[src/rtl/mqttd_pkg.sv]
// ----------------------------------------------------------------------------
// MQTT deframer package
// Phase codes, status codes and the state and result records of the deframer.
// ----------------------------------------------------------------------------
package mqttd_pkg;

  localparam int unsigned LenW    = 28;
  localparam int unsigned OffW    = 29;
  localparam logic [LenW-1:0] MaxLenReset = 28'd1024;
  localparam logic [7:0] ContBit = 8'h80;

  typedef enum logic [2:0] {
    PH_TYPE = 3'd0,
    PH_LEN0 = 3'd1,
    PH_LEN1 = 3'd2,
    PH_LEN2 = 3'd3,
    PH_LEN3 = 3'd4,
    PH_DATA = 3'd5
  } phase_t;

  typedef enum logic [1:0] {
    ST_PROGRESS  = 2'd0,
    ST_COMPLETE  = 2'd1,
    ST_MALFORMED = 2'd2,
    ST_TOO_LONG  = 2'd3
  } status_t;

  typedef struct packed {
    phase_t            phase;
    logic [LenW-1:0]   length_accum;
    logic [LenW-1:0]   data_left;
    logic [OffW-1:0]   write_offset;
  } frame_state_t;

  typedef struct packed {
    logic [7:0]        byte_value;
    logic [OffW-1:0]   byte_offset;
    logic              packet_start;
    status_t           status;
    logic [OffW-1:0]   packet_length;
  } frame_result_t;

endpackage

[src/rtl/mqttd_step.sv]
// ----------------------------------------------------------------------------
// MQTT deframer step
// Next frame state and the result for one received byte.
// ----------------------------------------------------------------------------
module mqttd_step import mqttd_pkg::*; (
  input  frame_state_t          cur,
  input  logic [7:0]            data_byte,
  input  logic [LenW-1:0]       max_len,
  output frame_state_t          nxt,
  output frame_result_t         res
);

  logic [LenW-1:0] grp;
  logic [LenW-1:0] accum_sum;
  logic [LenW-1:0] left_dec;
  logic [OffW-1:0] off_inc;

  assign off_inc  = cur.write_offset + {{(OffW-1){1'b0}}, 1'b1};
  assign left_dec = (cur.data_left != '0) ? cur.data_left - {{(LenW-1){1'b0}}, 1'b1} : '0;

  always_comb begin
    grp = '0;
    unique case (cur.phase)
      PH_LEN0: grp = {21'd0, data_byte[6:0]};
      PH_LEN1: grp = {14'd0, data_byte[6:0], 7'd0};
      PH_LEN2: grp = {7'd0, data_byte[6:0], 14'd0};
      PH_LEN3: grp = {data_byte[6:0], 21'd0};
      default: grp = '0;
    endcase
  end

  assign accum_sum = cur.length_accum + grp;

  always_comb begin
    nxt = cur;
    res.byte_value    = data_byte;
    res.byte_offset   = '0;
    res.packet_start  = 1'b0;
    res.status        = ST_PROGRESS;
    res.packet_length = '0;
    unique case (cur.phase)
      PH_LEN0, PH_LEN1, PH_LEN2, PH_LEN3: begin
        res.byte_offset  = cur.write_offset;
        nxt.write_offset = off_inc;
        nxt.length_accum = accum_sum;
        priority if ((data_byte & ContBit) != 8'd0) begin
          if (cur.phase != PH_LEN3) begin
            nxt.phase = phase_t'(cur.phase + 3'd1);
          end else begin
            res.status = ST_MALFORMED;
            nxt.phase  = PH_TYPE;
          end
        end else if (accum_sum > max_len) begin
          res.status = ST_TOO_LONG;
          nxt.phase  = PH_TYPE;
        end else if (accum_sum == '0) begin
          res.status        = ST_COMPLETE;
          res.packet_length = off_inc;
          nxt.phase         = PH_TYPE;
        end else begin
          nxt.data_left = accum_sum;
          nxt.phase     = PH_DATA;
        end
      end
      PH_DATA: begin
        res.byte_offset  = cur.write_offset;
        nxt.write_offset = off_inc;
        nxt.data_left    = left_dec;
        if (left_dec == '0) begin
          res.status        = ST_COMPLETE;
          res.packet_length = off_inc;
          nxt.phase         = PH_TYPE;
        end
      end
      default: begin
        res.packet_start = 1'b1;
        nxt.write_offset = {{(OffW-1){1'b0}}, 1'b1};
        nxt.length_accum = '0;
        nxt.data_left    = '0;
        nxt.phase        = PH_LEN0;
      end
    endcase
  end

endmodule

[src/rtl/mqtt_packet_deframer_unit.sv]
// A taken byte is registered and its tags appear on the result port in the next cycle.
// Throughput: one byte per cycle unless the result side stalls, set by the single state update.
// The input is ready whenever the result register is empty or is being taken.
// Reset (rst, synchronous): phase to type byte, counters to zero, limit to 1024, no result held.
// ----------------------------------------------------------------------------
// MQTT packet deframer
// Frames MQTT packets from a byte stream and tags every byte with offset,
// start mark and status.
// ----------------------------------------------------------------------------
module mqtt_packet_deframer_unit import mqttd_pkg::*; (
  input  logic            clk,
  input  logic            rst,
  input  logic            cfg_valid,
  output logic            cfg_ready,
  input  logic [LenW-1:0] cfg_data,
  input  logic            item_valid,
  output logic            item_ready,
  input  logic [7:0]      data_byte,
  output logic            result_valid,
  input  logic            result_ready,
  output logic [7:0]      byte_value,
  output logic [OffW-1:0] byte_offset,
  output logic            packet_start,
  output logic [1:0]      status,
  output logic [OffW-1:0] packet_length
);

  frame_state_t    state;
  frame_state_t    state_next;
  frame_result_t   step_res;
  frame_result_t   result;
  logic [LenW-1:0] max_len;
  logic            take;

  assign cfg_ready  = 1'b1;
  assign item_ready = !result_valid || result_ready;
  assign take       = item_valid && item_ready;

  mqttd_step u_step (
    .cur       (state),
    .data_byte (data_byte),
    .max_len   (max_len),
    .nxt       (state_next),
    .res       (step_res)
  );

  always_ff @(posedge clk) begin
    if (rst) begin
      max_len <= MaxLenReset;
    end else if (cfg_valid) begin
      max_len <= cfg_data;
    end
  end

  always_ff @(posedge clk) begin
    if (rst) begin
      state.phase        <= PH_TYPE;
      state.length_accum <= '0;
      state.data_left    <= '0;
      state.write_offset <= '0;
      result_valid       <= 1'b0;
    end else begin
      if (take) begin
        state <= state_next;
      end
      if (take) begin
        result_valid <= 1'b1;
      end else if (result_ready) begin
        result_valid <= 1'b0;
      end
    end
  end

  always_ff @(posedge clk) begin
    if (take) begin
      result <= step_res;
    end
  end

  assign byte_value    = result.byte_value;
  assign byte_offset   = result.byte_offset;
  assign packet_start  = result.packet_start;
  assign status        = result.status;
  assign packet_length = result.packet_length;

`ifndef SYNTHESIS
  a_start_offset: assert property (@(posedge clk) disable iff (rst)
    result_valid && packet_start |-> byte_offset == '0 && status == ST_PROGRESS)
    else $error("type byte not at offset zero");

  a_len_complete: assert property (@(posedge clk) disable iff (rst)
    result_valid && status == ST_COMPLETE |->
      packet_length == byte_offset + {{(OffW-1){1'b0}}, 1'b1})
    else $error("packet length does not match last offset");

  a_len_zero: assert property (@(posedge clk) disable iff (rst)
    result_valid && status != ST_COMPLETE |-> packet_length == '0)
    else $error("packet length set without completion");

  a_after_end: assert property (@(posedge clk) disable iff (rst)
    take && step_res.status != ST_PROGRESS |=> state.phase == PH_TYPE)
    else $error("packet end did not return to type byte");

  a_phase_range: assert property (@(posedge clk) disable iff (rst)
    state.phase <= PH_DATA)
    else $error("unused phase code reached");
`endif

endmodule

[config.mk]
export PLATFORM = sky130hd
export DESIGN_NAME = mqtt_packet_deframer_unit
export DESIGN_NICKNAME = d
export VERILOG_FILES = /design/src/rtl/mqttd_pkg.sv /design/src/rtl/mqttd_step.sv /design/src/rtl/mqtt_packet_deframer_unit.sv
export SDC_FILE = /design/constraint.sdc
export NUM_CORES = 1
export LEC_CHECK = 0
export ABC_AREA = 1
export BUFFER_PORTS_ARGS = -buffer_cell sky130_fd_sc_hd__buf_2
export CAP_MARGIN = 10
export CORE_MARGIN = 3
export CORE_UTILIZATION = 30
export CTS_BUF_LIST = sky130_fd_sc_hd__clkbuf_8
export CTS_CLUSTER_SIZE = 24
export DETAILED_ROUTE_END_ITERATION = 7
export PLACE_DENSITY = 0.55
export SLEW_MARGIN = 20
export SYNTH_ARGS = -nofsm -noshare
export SYNTH_HDL_FRONTEND = slang
export SYNTH_SLANG_ARGS = --single-unit
[constraint.sdc]
create_clock -name clk -period 4.3 [get_ports clk]
set_clock_uncertainty 0.05 [all_clocks]
set_input_delay 0.43 -clock clk [delete_from_list [all_inputs] [get_ports clk]]
set_output_delay 0.43 -clock clk [all_outputs]
set_load 0.01 [all_outputs]
==> results.cfg <==
[run_status]
status = finished, final reports clean

[min_path]
min_delay_path_depth = 3
hp-class = primary input to register

[synth]
ys_ff_latch = 186
synth.distinct_cells = 48
async_reset_ff_share_pct = 0
syn_area_um2 = 12300
synth_ff_type = dfxtp_1
synth_area_per_cell_um2 = 6.64
synth_top_area_share_pct = 19.1
syn_nets = 1949
ys_warn_count = 0
seq_area_frac_synth_pct = 36.0
synth_area_leaders = dfxtp_1 (19%), edfxtp_1 (17%), nand2_1 (15%)
syn_inst = 1845
yosysTopAreaCell = dfxtp_1
synth-edff-count = 69

[worst_setup_path]
max_stage_delay_ps = 390
rr_worst_depth = 29
cp_max_fo = 6
start_kind = register
worst_ep_required_time_ps = 4510
regToRegSetupSlack_ps = 100
arrival_ps = 4410
cp-end-kind = register
critPathMostFrequentCell = nand2_2
critPathKind = register to register
cpMaxStageDelayCell = dfxtp_4

[route]
drc = 0
final_antenna_net_count = 0
dr.pass1.iters = 6
wire_per_inst_um = 15.1
detail_route.vias_per_cell = 4.76
routed_wl_um = 39100
vias = 12276
drt_iter0_drc = 720

[placement]
pre_cts_ws_ps = -504
place.gp.congestion = 0.945
dpl.hpwl_um = 30100
dpl.cell_count = 2527
port_buffers = 111

[timing]
finalHoldWorstSlack_ps = 58.8
max_slew_margin_pct = 29.9
worst_slew_pin_slew_ps = 1040
fin_crit_ps = 4200
rsz0062_at_grt = true
drv_slew = 0
setup_viol = 0
fin_ws_ps = 96.0
fmax_ghz = 0.238
hold_viol_final = 0
period_share_pct = 97.8

[clocking]
cts.path.max_buffers = 2
clk_pin_slew_ps = 120
ctsHtreeMaxLevel = 4
cts-root-buf = clkbuf_8
clock_sinks = 186
worst_skew_pair.late_latency_ps = 530
ctsHoldBuffers = 0
cts_buffers = 17
cts_tree = yes

[grt]
grt_max_degree = 70
grt_usage_pct = 17.5
grt_overflow = 0
grt_first_pass_wirelength_um = 61000
antenna_found_initial = 1
grt_pass1_vias = 11551

[die]
io_pins = 113
row_count = 73
coreArea_um2 = 40000
die_y_um = 208
dieArea_um2 = 43300
die_w_um = 208
start_util_pct = 30.6

[finish]
diodes = 0
final_nets = 2147
layout-drive-gt1-share_pct = 23.2
synthToLayoutAreaGrowth_pct = 26.9
final_cells = 2581
layout_commonest_cell = nand2_1
final_cell_mix = nand2_1 (439), inv_1 (318), nor2_1 (167)

[power]
powerDensity_nw_per_um2 = 328
total_power_w = 0.00510
ir_drop_v = 0.000232
power_leakage_nw = 7.51

[run]
cap_violations = 0
## sequential cells by signal, indices dropped and copies added (netlist names)
signal / count
byte_offset: 29
result_valid: 1
max_len: 28
packet_length: 29
status: 2
state: 88
packet_start: 1
byte_value: 8
## cells by family after synthesis
group | Yosys count | share of synthesized area (%)
AO/OA/AOI/OAI | 261 | 11.2
flip-flops | 186 | 36.0
buffers and inverters | 396 | 12.5
adder cells (fa/ha/maj) | 63 | 6.49
other | 1 | 0.0306
AND/OR/NAND/NOR | 914 | 32.0
XOR/XNOR | 24 | 1.72
## worst paths after layout
kind	start	endpoint
max	state[86]	packet_length[23]
min	cfg_data[10]	max_len[10]
max reg2reg	state[86]	packet_length[23]
min reg2reg	max_len[1]	max_len[1]
## area by class of cell
cell class              instances  area [um2]
multi-input cells            1263        7180
repair buffers                236        1600
clock buffers                  18         248
fillers                      4240       24500
flip-flops and latches        186        4420
inverters                     339        1280
clock inverters                14         168
well taps                     525         657
## layer usage
metal  vias up  GRT usage (%)  wire, um  share of wire (%)
li1       6256              -         -                  -
met1      5625           23.2     17600                 45
met2       334           28.9     18300                 47
met3        61           2.44      2040                5.2
met4         0           6.56      1170                3.0
met5         -              0         0                  0
## critical path, delay by kind of cell, from the launching register on
family,cells,cell delay [ps]
buffers and inverters,6,680
adders and majority gates,4,890
DFF,1,390
and+or+nand+nor,18,1780
AOI/OAI and AO/OA,1,160
## cell usage after synthesis, types with 2 or more instances
| library cell | number |
|---|---|
| nor2_2 | 5 |
| edfxtp_1 | 69 |
| dfxtp_1 | 117 |
| nor4b_1 | 2 |
| xnor2_1 | 2 |
| o21ai_0 | 119 |
| and3_1 | 2 |
| nand3_1 | 82 |
| a2bb2oi_1 | 2 |
| nand3b_1 | 10 |
| and2_1 | 2 |
| xor2_1 | 22 |
| buf_2 | 10 |
| inv_1 | 335 |
| nand2_1 | 504 |
| inv_2 | 2 |
| buf_4 | 2 |
| nor3_1 | 19 |
| ha_1 | 62 |
| buf_6 | 2 |
| buf_1 | 4 |
| nand4_1 | 62 |
| nor2_4 | 12 |
| nor2_1 | 199 |
| a21oi_1 | 120 |
| or2_2 | 5 |
| clkinv_1 | 2 |
| o21a_1 | 3 |
| clkbuf_1 | 38 |
| o221ai_1 | 2 |
| nor4_1 | 6 |
| o21bai_1 | 6 |
## repair_timing
action / in CTS / in global routing
pin swaps: 12 / 65
setup endpoints to repair: 61 / 61
cloned: 2 / 0
buffers inserted: 5 / 15
resized for setup: 49 / 175
## where the power goes
group / internal (W) / leakage (nW) / switching, W
clock network: 0.000457 / 0.202 / 0.000779
logic: 0.000655 / 5.64 / 0.00114
registers: 0.00196 / 1.66 / 0.000109
## through the flow
step                instance area [um2]  TNS (ps)  utilization [%]
floorplan                         12300         0                -
global placement                  14000    -19000             35.1
detailed placement                14000    -26420             35.1
CTS                               14700         0             36.7
global route                      15600     -4930             38.9
finish                            15600         0             38.9
No activity file was read; power rests on OpenSTA's default activity.
